`src/rtl/lzsswd_pkg.sv`:
```
// ----------------------------------------------------------------------------
// LZSS window decoder package
// Shared constants, register indexes and the structs passed between the
// control sequencer, the history window and the top level.
// ----------------------------------------------------------------------------
package lzsswd_pkg;

  // Default sizes handed to the top-level parameters.
  localparam int WINDOW_SIZE_DEF = 4096;
  localparam int LENGTH_BITS_DEF = 32;

  // Configuration port geometry.
  localparam int CFG_W     = 32;
  localparam int CFG_IDX_W = 1;

  // Register indexes.
  localparam logic [CFG_IDX_W-1:0] REG_STOP   = 1'b0;
  localparam logic [CFG_IDX_W-1:0] REG_LENGTH = 1'b1;

  // Window write position after a restart.
  localparam logic [11:0] WPOS_START = 12'hFEE;

  // Shortest match length; the length nibble is added to it.
  localparam logic [4:0] MIN_MATCH = 5'd3;

  // Token phase codes.
  localparam logic [1:0] PH_START  = 2'd0;
  localparam logic [1:0] PH_FIRST  = 2'd1;
  localparam logic [1:0] PH_SECOND = 2'd2;

  // Configuration register contents.
  typedef struct packed {
    logic             stop;
    logic [CFG_W-1:0] length;
  } cfg_t;

  // One decoded byte offered to the output stage.
  typedef struct packed {
    logic       valid;
    logic [7:0] data;
    logic       last;
  } emit_t;

  // Window control from the sequencer.
  typedef struct packed {
    logic rd_en;
    logic wr_en;
    logic restart;
  } win_ctl_t;

endpackage

```
`src/rtl/lzsswd_ctrl.sv`:
```
// ----------------------------------------------------------------------------
// LZSS token sequencer
// Parses flag bytes, literals and two-byte matches, runs the match copy as
// a read/emit loop over the history window and keeps the output count used
// by limit mode.
// ----------------------------------------------------------------------------
module lzsswd_ctrl
  import lzsswd_pkg::*;
#(
  parameter int WINDOW_SIZE = WINDOW_SIZE_DEF,
  parameter int LENGTH_BITS = LENGTH_BITS_DEF
) (
  input  logic                           clk,
  input  logic                           rst_n,
  input  logic                           in_valid,
  output logic                           in_ready,
  input  logic [7:0]                     in_byte,
  input  logic                           in_last,
  input  cfg_t                           cfg,
  output emit_t                          emit,
  input  logic                           emit_ready,
  output win_ctl_t                       win_ctl,
  output logic [$clog2(WINDOW_SIZE)-1:0] win_rd_addr,
  output logic [7:0]                     win_wr_data,
  input  logic [7:0]                     win_rd_data
);

  localparam int AW = $clog2(WINDOW_SIZE);

  typedef enum logic [3:0] {
    S_IDLE = 4'b0001,
    S_LIT  = 4'b0010,
    S_RD   = 4'b0100,
    S_WR   = 4'b1000
  } state_t;

  state_t                 state_r, state_nxt;
  logic [1:0]             phase_r, phase_nxt;
  logic [15:0]            flags_r, flags_nxt;
  logic [7:0]             offlo_r, offlo_nxt;
  logic [7:0]             lit_r, lit_nxt;
  logic                   last_r, last_nxt;
  logic [AW-1:0]          src_r, src_nxt;
  logic [4:0]             remain_r, remain_nxt;
  logic [LENGTH_BITS-1:0] cnt_r, cnt_nxt;

  logic [LENGTH_BITS-1:0] cnt_inc;
  logic                   limit_hit;
  logic                   limit_after;
  logic [15:0]            flags_sh;
  logic [15:0]            cur_flags;
  logic                   is_flag_byte;
  logic                   done;
  logic                   restart;
  logic                   fire;

  // Saturating output count and the limit checks before and after one byte.
  assign cnt_inc     = (&cnt_r) ? cnt_r : cnt_r + 1'b1;
  assign limit_hit   = cfg.stop && (CFG_W'(cnt_r) >= cfg.length);
  assign limit_after = cfg.stop && (CFG_W'(cnt_inc) >= cfg.length);

  // Flag bits as seen at the start of a token.
  assign flags_sh     = {1'b0, flags_r[15:1]};
  assign is_flag_byte = (phase_r != PH_FIRST) && !flags_sh[8];
  assign cur_flags    = (phase_r == PH_FIRST) ? flags_r : flags_sh;

  assign in_ready    = (state_r == S_IDLE);
  assign win_rd_addr = src_r;
  assign win_wr_data = emit.data;
  assign fire        = emit.valid && emit_ready;

  // Next-state logic.
  always_comb begin
    state_nxt  = state_r;
    phase_nxt  = phase_r;
    flags_nxt  = flags_r;
    offlo_nxt  = offlo_r;
    lit_nxt    = lit_r;
    last_nxt   = last_r;
    src_nxt    = src_r;
    remain_nxt = remain_r;
    cnt_nxt    = cnt_r;
    done       = 1'b0;
    restart    = 1'b0;
    emit       = '0;
    win_ctl    = '0;

    case (state_r)
      S_IDLE: begin
        if (in_valid) begin
          last_nxt = in_last;
          if (phase_r == PH_SECOND) begin
            // Second match byte: start the copy.
            src_nxt    = AW'({in_byte[7:4], offlo_r});
            remain_nxt = {1'b0, in_byte[3:0]} + MIN_MATCH;
            phase_nxt  = PH_START;
            state_nxt  = S_RD;
          end else if (is_flag_byte) begin
            flags_nxt = {8'hFF, in_byte};
            phase_nxt = PH_FIRST;
            restart   = in_last;
          end else begin
            flags_nxt = cur_flags;
            if (cur_flags[0]) begin
              lit_nxt   = in_byte;
              phase_nxt = PH_START;
              state_nxt = S_LIT;
            end else begin
              offlo_nxt = in_byte;
              phase_nxt = PH_SECOND;
              restart   = in_last;
            end
          end
        end
      end
      S_LIT: begin
        if (limit_hit) begin
          done = 1'b1;
        end else begin
          emit.valid = 1'b1;
          emit.data  = lit_r;
          emit.last  = 1'b1;
          done       = emit_ready;
        end
      end
      S_RD: begin
        // Once the limit is reached the rest of the match is dropped.
        if (limit_hit) begin
          done = 1'b1;
        end else begin
          win_ctl.rd_en = 1'b1;
          state_nxt     = S_WR;
        end
      end
      S_WR: begin
        emit.valid = 1'b1;
        emit.data  = win_rd_data;
        emit.last  = (remain_r == 5'd1) || limit_after;
        if (emit_ready) begin
          src_nxt    = src_r + 1'b1;
          remain_nxt = remain_r - 5'd1;
          if (emit.last) begin
            done = 1'b1;
          end else begin
            state_nxt = S_RD;
          end
        end
      end
      default: begin
        state_nxt = S_IDLE;
      end
    endcase

    // Every emitted byte is counted and written into the window.
    win_ctl.wr_en = fire;
    if (fire) begin
      cnt_nxt = cnt_inc;
    end

    if (done) begin
      state_nxt = S_IDLE;
      restart   = last_r;
    end

    // The final input byte of a stream returns the decoder to its start.
    if (restart) begin
      phase_nxt = PH_START;
      flags_nxt = '0;
      offlo_nxt = '0;
      cnt_nxt   = '0;
    end
    win_ctl.restart = restart;
  end

  // Control registers.
  always_ff @(posedge clk) begin
    if (!rst_n) begin
      state_r <= S_IDLE;
      phase_r <= PH_START;
      flags_r <= '0;
      offlo_r <= '0;
      cnt_r   <= '0;
    end else begin
      state_r <= state_nxt;
      phase_r <= phase_nxt;
      flags_r <= flags_nxt;
      offlo_r <= offlo_nxt;
      cnt_r   <= cnt_nxt;
    end
  end

  // Token payload registers.
  always_ff @(posedge clk) begin
    lit_r    <= lit_nxt;
    last_r   <= last_nxt;
    src_r    <= src_nxt;
    remain_r <= remain_nxt;
  end

endmodule

```
`config.mk`:
```
export PLATFORM = sky130hd
export DESIGN_NAME = lzsswd_ctrl
export DESIGN_NICKNAME = d
export VERILOG_FILES = /design/src/rtl/lzsswd_pkg.sv /design/src/rtl/lzsswd_ctrl.sv
export SDC_FILE = /design/constraint.sdc
export NUM_CORES = 1
export LEC_CHECK = 0
export ABC_CLOCK_PERIOD_IN_PS = 5400
export BUFFER_PORTS_ARGS = -buffer_cell sky130_fd_sc_hd__buf_2
export CELL_PAD_IN_SITES_DETAIL_PLACEMENT = 1
export CELL_PAD_IN_SITES_GLOBAL_PLACEMENT = 1
export CORE_MARGIN = 8
export CORE_UTILIZATION = 41
export CTS_BUF_LIST = sky130_fd_sc_hd__clkbuf_8
export DETAILED_ROUTE_END_ITERATION = 8
export HOLD_SLACK_MARGIN = 0.12
export PLACE_DENSITY = 0.91
export REMOVE_ABC_BUFFERS = 1
export SLEW_MARGIN = 5
export SYNTH_ARGS = -nofsm -noshare
export SYNTH_HDL_FRONTEND = slang
export SYNTH_SLANG_ARGS = --single-unit
export TNS_END_PERCENT = 20
```
`constraint.sdc`:
```
create_clock -name clk -period 5.4 [get_ports clk]
set_input_delay 1.62 -clock clk [delete_from_list [all_inputs] [get_ports clk]]
set_output_delay 1.62 -clock clk [all_outputs]
set_load 0.02 [all_outputs]
```
==> impl_metrics.xml, run 1 <==
<?xml version="1.0" encoding="UTF-8"?>
<metrics>
  <group name="flow_run">
    <metric name="timing.max_cap.violations" unit="">0</metric>
  </group>
  <group name="synthesis">
    <metric name="synthDominantCellAreaShare" unit="">0.194</metric>
    <metric name="leading_register_cell_type_out_of_synthesis" unit="">sky130_fd_sc_hd__dfxtp_1</metric>
    <metric name="synth.ff_latch_count" unit="">88</metric>
    <metric name="synthTopCellsByCount" unit="">sky130_fd_sc_hd__ha_1, sky130_fd_sc_hd__a21oi_1, sky130_fd_sc_hd__nand2_1, sky130_fd_sc_hd__dfxtp_1, sky130_fd_sc_hd__nor2_1</metric>
    <metric name="syn-instance-count" unit="">745</metric>
    <metric name="synth_seq_area_share" unit="">0.316</metric>
    <metric name="synth_cell_type_count" unit="">70</metric>
    <metric name="synthesis.yosys.warnings" unit="">0</metric>
    <metric name="yosys.cell_count.top_type" unit="">sky130_fd_sc_hd__ha_1</metric>
    <metric name="synth.largest_area_cell" unit="">sky130_fd_sc_hd__dfxtp_1</metric>
    <metric name="syn_avg_cell_area" unit="µm²">8.59</metric>
    <metric name="post_synth_instance_area" unit="mm²">0.00640</metric>
    <metric name="synth-edff-count" unit="">26</metric>
    <metric name="dominant_cells_by_area_after_synthesis" unit="">sky130_fd_sc_hd__dfxtp_1, sky130_fd_sc_hd__ha_1, sky130_fd_sc_hd__edfxtp_1</metric>
    <metric name="synth-async-reset-ratio" unit="">0</metric>
  </group>
  <group name="placement">
    <metric name="globalplace.congestion" unit="">0.845</metric>
    <metric name="port_buffers" unit="">87</metric>
    <metric name="place_inst" unit="">1092</metric>
    <metric name="dp.final_hpwl" unit="µm">15800</metric>
  </group>
  <group name="timing">
    <metric name="final_number_of_max_transition_violations" unit="">0</metric>
    <metric name="grt_setup_unrepaired" unit="">true</metric>
    <metric name="setup_viol" unit="">22</metric>
    <metric name="timing.fmax" unit="GHz">0.160</metric>
    <metric name="timing.final.crit_period" unit="ns">6.26</metric>
    <metric name="final_setup_slack_of_the_worst_path" unit="ns">-0.858</metric>
    <metric name="finClkSkew" unit="ns">0.0233</metric>
    <metric name="final.period_utilization" unit="">1.16</metric>
    <metric name="timing.setup.tns" unit="ns">-4.23</metric>
    <metric name="finalHoldViolCount" unit="">0</metric>
    <metric name="timing_worst_slew_pin_value" unit="ns">0.947</metric>
    <metric name="max-slew-margin-rel" unit="">0.367</metric>
  </group>
  <group name="layout">
    <metric name="drive_above_1_share" unit="">0.343</metric>
    <metric name="fillerInstances" unit="">1780</metric>
    <metric name="antennaDiodeCount" unit="">0</metric>
    <metric name="sequential_cell_area" unit="mm²">0.00204</metric>
    <metric name="layoutNonFillerInstCount" unit="">1156</metric>
    <metric name="layout.nets" unit="">1067</metric>
    <metric name="syn2layout_area_growth" unit="%">34.7</metric>
    <metric name="multiInputGateArea" unit="mm²">0.00436</metric>
  </group>
  <group name="worst_setup_path">
    <metric name="worst_path_dominant_cell_family" unit="">simple AND/OR/NAND/NOR gates</metric>
    <metric name="path_cells" unit="">and4_4, or4b_4, o31a_1, and3_4, and3b_2, buf_6, nand3_4, xnor2_2, ha_1, and4_4, nand2_4, or4_4, o211ai_1, a211o_1, a21oi_2, o21bai_1, buf_4</metric>
    <metric name="critical-path-max-stage-delay" unit="ns">0.51</metric>
    <metric name="critical-path-top-cell-by-count" unit="">sky130_fd_sc_hd__and4_4</metric>
    <metric name="worst_ep_required_time" unit="ns">3.78</metric>
    <metric name="cpMaxStageDelayCell" unit="">sky130_fd_sc_hd__or4_4</metric>
    <metric name="path_class" unit="">flop to output pin</metric>
    <metric name="crit_fanout" unit="">3</metric>
    <metric name="worst_setup_path_start_kind" unit="">flop</metric>
    <metric name="critPathArrivalTime" unit="ns">4.64</metric>
    <metric name="worst-path-buf-inv" unit="">2</metric>
    <metric name="worst_setup_path_end_kind" unit="">output pin</metric>
  </group>
  <group name="drt">
    <metric name="post_drt_wl_per_cell" unit="µm">23.9</metric>
    <metric name="final_antenna_net_count" unit="">0</metric>
    <metric name="drtIter0Drc" unit="">452</metric>
    <metric name="drt-vias-per-instance" unit="">5.89</metric>
    <metric name="vias" unit="">6805</metric>
    <metric name="detail_route.wirelength" unit="µm">27700</metric>
    <metric name="route.detailed.drc" unit="">0</metric>
    <metric name="detail_route.first_pass.iterations" unit="">5</metric>
  </group>
  <group name="pwr">
    <metric name="p_comb_frac" unit="">0.149</metric>
    <metric name="p_clk_frac" unit="">0.384</metric>
    <metric name="power.leakage" unit="nW">4.01</metric>
    <metric name="power_consumption" unit="mW">1.55</metric>
    <metric name="switching_power" unit="µW">441</metric>
    <metric name="irDropWorstVdd" unit="µV">156</metric>
    <metric name="power.density" unit="mW/mm²">179</metric>
    <metric name="seq_power_share" unit="">0.467</metric>
    <metric name="internal_power" unit="mW">1.11</metric>
    <metric name="switch_share" unit="">0.285</metric>
  </group>
  <group name="global_routing">
    <metric name="antenna_found_initial" unit="">1</metric>
    <metric name="grt_first_pass_wirelength" unit="µm">40200</metric>
    <metric name="grt_pass1_vias" unit="">7523</metric>
    <metric name="largest_net_degree_at_the_start_of_global_routing" unit="">53</metric>
    <metric name="globalRouteOverflowTotal" unit="">0</metric>
    <metric name="grt_usage" unit="">0.255</metric>
  </group>
  <group name="clock_network">
    <metric name="tritoncts" unit="">built</metric>
    <metric name="cts.clk_slew.worst_paths" unit="ns">0.10</metric>
    <metric name="worstSkewPairLatency" unit="ns">0.41</metric>
    <metric name="root_buffer" unit="">sky130_fd_sc_hd__clkbuf_8</metric>
    <metric name="numClockSinks" unit="">88</metric>
    <metric name="tritoncts.num_buffers" unit="">9</metric>
    <metric name="clock_tree.htree_level_count" unit="">3</metric>
    <metric name="cts.path.max_buffers" unit="">2</metric>
  </group>
  <group name="die">
    <metric name="floorplan.rows" unit="">45</metric>
    <metric name="die_y" unit="µm">141</metric>
    <metric name="design.core.area" unit="mm²">0.0153</metric>
    <metric name="die_width" unit="µm">141</metric>
    <metric name="floorplan.die_area" unit="mm²">0.0199</metric>
    <metric name="io-pin-count" unit="">88</metric>
    <metric name="initial_utilization" unit="">0.420</metric>
  </group>
  <group name="status">
    <metric name="run_status" unit="">finished, violations left</metric>
    <metric name="violations" unit="">negative setup slack</metric>
  </group>
  <group name="min_path">
    <metric name="min_path_type" unit="">flop to flop</metric>
  </group>
</metrics>
==> area by class of cell <==
| cell class | count | share of cell area |
|---|---|---|
| clock inverters | 6 | 0.0135 |
| multi-input cells | 572 | 0.505 |
| flip-flops and latches | 88 | 0.236 |
| repair buffers | 226 | 0.180 |
| inverters | 44 | 0.0197 |
| well taps | 211 | 0.0306 |
| clock buffers | 9 | 0.0144 |
==> sequential cells by signal, indices dropped and copies added (netlist names) <==
register,count
lit_r,8
last_r,1
win_rd_addr,12
cnt_r,32
remain_r,5
offlo_r,8
flags_r,16
state_r,4
phase_r,2
==> per-stage QoR <==
| step | instance area [µm²] | hold slack, ns | setup slack (ns) | utilization |
|---|---|---|---|---|
| 6_report | 8630 | 0.495 | -0.858 | 0.565 |
| 5_1_grt | 8630 | 0.509 | -0.975 | 0.565 |
| 4_1_cts | 8420 | 0.498 | -0.683 | 0.552 |
| 3_5_place_dp | 7580 | 0.476 | -0.406 | 0.497 |
| 3_3_place_gp | 7580 | 0.467 | -0.268 | 0.497 |
| 2_1_floorplan | 6170 | 0.453 | -0.343 | - |
==> power groups by stage <==
stage | sequential, mW | clock [mW] | combinational, mW
global route | 0.725 | 0.621 | 0.251
detailed placement | 0.736 | 0 | 0.203
floorplan | 0.733 | 0 | 0.121
global placement | 0.735 | 0 | 0.190
CTS | 0.721 | 0.586 | 0.216
finish | 0.721 | 0.594 | 0.231
==> worst min-delay path, cell delays in order, from the launching register on <==
cell	delay, ns
sky130_fd_sc_hd__dfxtp_1	0.34
sky130_fd_sc_hd__a21oi_1	0.06
sky130_fd_sc_hd__nor2_1	0.07
==> layout by cell type, fill, tap and decap left out, drive strengths merged, types with 5 or more instances in the layout <==
cell type  instances
a22o               8
o21ai             38
or3               13
xor2              18
or4                5
o21a              12
nand4             12
a21oi             65
and3              12
nor3              33
nand3             21
clkbuf             9
a21o               8
nor2              60
mux2i             17
nand2             63
buf              226
inv               45
o21ba              9
nor2b             12
xnor2             33
dfxtp             62
ha                72
edfxtp            26
==> final timing paths <==
kind                from           to  slack [ns]  depth (start not counted)
max reg2reg    cnt_r[28]    cnt_r[30]       -0.73                         41
min reg2reg  flags_r[15]  flags_r[15]        0.50                          2
max            cnt_r[20]      emit[0]       -0.86                         17
min          flags_r[15]  flags_r[15]        0.50                          2
==> logic make-up (layout without fill, tap and decap cells) <==
family	Yosys count	after routing	synth area share
XOR/XNOR	51	51	0.0698
buffers and inverters	85	285	0.0616
adder cells (fa/ha/maj)	72	72	0.141
flip-flops	88	88	0.316
multiplexers	19	19	0.0301
AO/OA/AOI/OAI	170	170	0.172
AND/OR/NAND/NOR	260	260	0.210
==> what timing repair did <==
item	4_1_cts	5_1_grt
cloned	0	0
pin swaps	27	22
buffers inserted	44	8
setup endpoints to repair	20	22
hold buffers	0	0
resized for setup	53	44
==> metal layers <==
metal | global-route usage | vias up | share of wire | routed length (µm)
met5 | 0 | - | 0.00047 | 13
li1 | - | 3043 | - | -
met3 | 0.0648 | 123 | 0.064 | 1770
met4 | 0.154 | 2 | 0.059 | 1640
met1 | 0.260 | 3318 | 0.37 | 10300
met2 | 0.463 | 319 | 0.50 | 13900
Power figures use the tool's default switching activity.
==> inputs of run 2 (changes only) <==
==> constraint.sdc (replaced) <==
create_clock -name clk -period 5.4 [get_ports clk]
set_input_delay 1.08 -clock clk [delete_from_list [all_inputs] [get_ports clk]]
set_output_delay 1.08 -clock clk [all_outputs]
set_load 0.02 [all_outputs]
==> impl_metrics.xml, run 2 (synthesized netlist as in run 1, its figures left out) <==
<?xml version="1.0" encoding="UTF-8"?>
<metrics>
  <group name="status">
    <metric name="run_status" unit="">finished, violations left</metric>
    <metric name="violations" unit="">negative setup slack</metric>
  </group>
  <group name="timing">
    <metric name="grt_setup_unrepaired" unit="">true</metric>
    <metric name="max-slew-margin-rel" unit="">0.326</metric>
    <metric name="timing.fmax" unit="GHz">0.178</metric>
    <metric name="final_setup_slack_of_the_worst_path" unit="ns">-0.225</metric>
    <metric name="finalHoldViolCount" unit="">0</metric>
    <metric name="timing.final.crit_period" unit="ns">5.62</metric>
    <metric name="timing_worst_slew_pin_value" unit="ns">0.997</metric>
    <metric name="finClkSkew" unit="ns">0.0173</metric>
    <metric name="final.period_utilization" unit="">1.04</metric>
    <metric name="setup_viol" unit="">2</metric>
    <metric name="final_number_of_max_transition_violations" unit="">0</metric>
  </group>
  <group name="worst_setup_path">
    <metric name="worst_ep_required_time" unit="ns">4.32</metric>
    <metric name="worst_setup_path_end_kind" unit="">output pin</metric>
    <metric name="path_class" unit="">flop to output pin</metric>
    <metric name="crit_fanout" unit="">4</metric>
    <metric name="worst_setup_path_start_kind" unit="">flop</metric>
    <metric name="critPathArrivalTime" unit="ns">4.54</metric>
  </group>
  <group name="pwr">
    <metric name="irDropWorstVdd" unit="µV">179</metric>
    <metric name="power.density" unit="mW/mm²">181</metric>
    <metric name="power_consumption" unit="mW">1.36</metric>
    <metric name="power.leakage" unit="nW">3.45</metric>
  </group>
  <group name="clock_network">
    <metric name="worstSkewPairLatency" unit="ns">0.40</metric>
    <metric name="clock_tree.htree_level_count" unit="">3</metric>
    <metric name="numClockSinks" unit="">88</metric>
    <metric name="cts.path.max_buffers" unit="">2</metric>
    <metric name="cts.clk_slew.worst_paths" unit="ns">0.10</metric>
    <metric name="tritoncts.num_buffers" unit="">9</metric>
    <metric name="cts.hold.buffers_added" unit="">0</metric>
    <metric name="root_buffer" unit="">sky130_fd_sc_hd__clkbuf_8</metric>
    <metric name="tritoncts" unit="">built</metric>
  </group>
  <group name="global_routing">
    <metric name="globalRouteOverflowTotal" unit="">0</metric>
    <metric name="antenna_found_initial" unit="">2</metric>
    <metric name="grt_usage" unit="">0.192</metric>
    <metric name="grt_first_pass_wirelength" unit="µm">30900</metric>
    <metric name="grt_pass1_vias" unit="">6247</metric>
    <metric name="largest_net_degree_at_the_start_of_global_routing" unit="">53</metric>
  </group>
  <group name="drt">
    <metric name="post_drt_wl_per_cell" unit="µm">19.3</metric>
    <metric name="drtIter0Drc" unit="">310</metric>
    <metric name="detail_route.wirelength" unit="µm">20300</metric>
    <metric name="final_antenna_net_count" unit="">0</metric>
    <metric name="drt-vias-per-instance" unit="">5.64</metric>
    <metric name="route.detailed.drc" unit="">0</metric>
    <metric name="detail_route.first_pass.iterations" unit="">4</metric>
    <metric name="vias" unit="">5949</metric>
  </group>
  <group name="layout">
    <metric name="syn2layout_area_growth" unit="%">17.6</metric>
    <metric name="drive_above_1_share" unit="">0.225</metric>
    <metric name="fin_area" unit="mm²">0.00753</metric>
    <metric name="layout.nets" unit="">964</metric>
    <metric name="registers.top_by_ff_count" unit="">cnt_r</metric>
    <metric name="commonest_non_fill_non_tap_cells_in_the_layout" unit="">sky130_fd_sc_hd__buf_2, sky130_fd_sc_hd__ha_1, sky130_fd_sc_hd__nand2_1, sky130_fd_sc_hd__nor2_1, sky130_fd_sc_hd__a21oi_1</metric>
    <metric name="largest_register_ffs" unit="">32</metric>
    <metric name="layout.cells.most_common" unit="">sky130_fd_sc_hd__buf_2</metric>
    <metric name="finalCoreUtilization" unit="">0.494</metric>
    <metric name="antennaDiodeCount" unit="">0</metric>
  </group>
  <group name="placement">
    <metric name="postPlaceCellArea" unit="mm²">0.00704</metric>
    <metric name="globalplace.congestion" unit="">0.860</metric>
    <metric name="port_buffers" unit="">87</metric>
    <metric name="worst_case_setup_slack_after_placement" unit="ns">-0.0286</metric>
    <metric name="dp.final_hpwl" unit="µm">14300</metric>
  </group>
  <group name="die">
    <metric name="io-pin-count" unit="">88</metric>
    <metric name="die_width" unit="µm">141</metric>
    <metric name="design.core.area" unit="mm²">0.0153</metric>
    <metric name="die_y" unit="µm">141</metric>
    <metric name="floorplan.rows" unit="">45</metric>
    <metric name="initial_utilization" unit="">0.420</metric>
    <metric name="floorplan.die_area" unit="mm²">0.0199</metric>
  </group>
  <group name="min_path">
    <metric name="min_path_type" unit="">flop to flop</metric>
  </group>
  <group name="flow_run">
    <metric name="timing.max_cap.violations" unit="">0</metric>
  </group>
</metrics>
## run 2: cell types whose count changed in the layout (fill, tap and decap cells not counted), moves of 5 or more
cell / previous run / this run
sky130_fd_sc_hd__buf_4: 134 / 35
sky130_fd_sc_hd__buf_6: 9 / 1
sky130_fd_sc_hd__inv_2: 5 / 0
sky130_fd_sc_hd__dfxtp_4: 0 / 6
sky130_fd_sc_hd__inv_1: 37 / 45
sky130_fd_sc_hd__dfxtp_2: 14 / 6
sky130_fd_sc_hd__ha_4: 9 / 0
sky130_fd_sc_hd__ha_1: 62 / 72
## run 2: worst paths after layout
path,startpoint,to,slack [ns],cells past startpoint
max,cnt_r[22],emit[0],-0.22,15
min,phase_r[1],phase_r[1],0.49,2
max reg2reg,cnt_r[22],cnt_r[7],0.60,17
min reg2reg,phase_r[1],phase_r[1],0.49,2
## run 2: repair_timing
action | in CTS | in global routing
setup endpoints to repair | 2 | 2
gates resized for setup | 25 | 30
pin swaps | 8 | 24
setup buffers | 6 | 9
gates cloned | 0 | 1
## run 2: power by group
group          switching, mW  leakage [nW]  total, mW  internal (mW)
Clock                  0.277        0.0834      0.445          0.168
Sequential            0.0204         0.738      0.719          0.699
Combinational          0.118          2.63      0.197         0.0785
## run 2: per-stage QoR
stage | TNS, ns | cells | hold WS (ns)
floorplan | 0 | 704 | 0.453
global placement | 0 | 1023 | 0.467
detailed placement | -0.0286 | 1023 | 0.482
CTS | -0.197 | 1045 | 0.495
global route | -0.749 | 1054 | 0.512
finish | -0.417 | 1054 | 0.494
## run 2: area by class of cell
| type | count | area [µm²] |
|---|---|---|
| tap | 211 | 264 |
| clock buffer | 9 | 124 |
| inverter | 44 | 165 |
| fill | 1838 | 7730 |
| timing repair buffer | 123 | 739 |
| clock inverter | 7 | 48.8 |
| multi-input combinational | 572 | 4140 |
| sequential | 88 | 2050 |
## run 2: critical path, cell delays in order (launching register included)
cell and delay (ns):
sky130_fd_sc_hd__dfxtp_2 0.35, sky130_fd_sc_hd__and4_4 0.24, sky130_fd_sc_hd__or4b_4 0.50, sky130_fd_sc_hd__or4_4 0.60
sky130_fd_sc_hd__and3_4 0.22, sky130_fd_sc_hd__and2_4 0.18, sky130_fd_sc_hd__nand3_4 0.10, sky130_fd_sc_hd__xnor2_2 0.07
sky130_fd_sc_hd__ha_1 0.33, sky130_fd_sc_hd__nand3_2 0.08, sky130_fd_sc_hd__or4_4 0.52, sky130_fd_sc_hd__o211ai_1 0.21
sky130_fd_sc_hd__a211o_1 0.24, sky130_fd_sc_hd__a21oi_2 0.10, sky130_fd_sc_hd__o21bai_1 0.24, sky130_fd_sc_hd__buf_4 0.19
## run 2: routing by layer
metal / track usage / up-vias / part of all wire / wire length, µm
li1: - / 2857 / - / -
met1: 0.217 / 2873 / 0.41 / 8310
met2: 0.344 / 163 / 0.50 / 10100
met3: 0.0567 / 52 / 0.058 / 1180
met4: 0.0526 / 4 / 0.032 / 654
met5: 0 / - / 0.0011 / 23
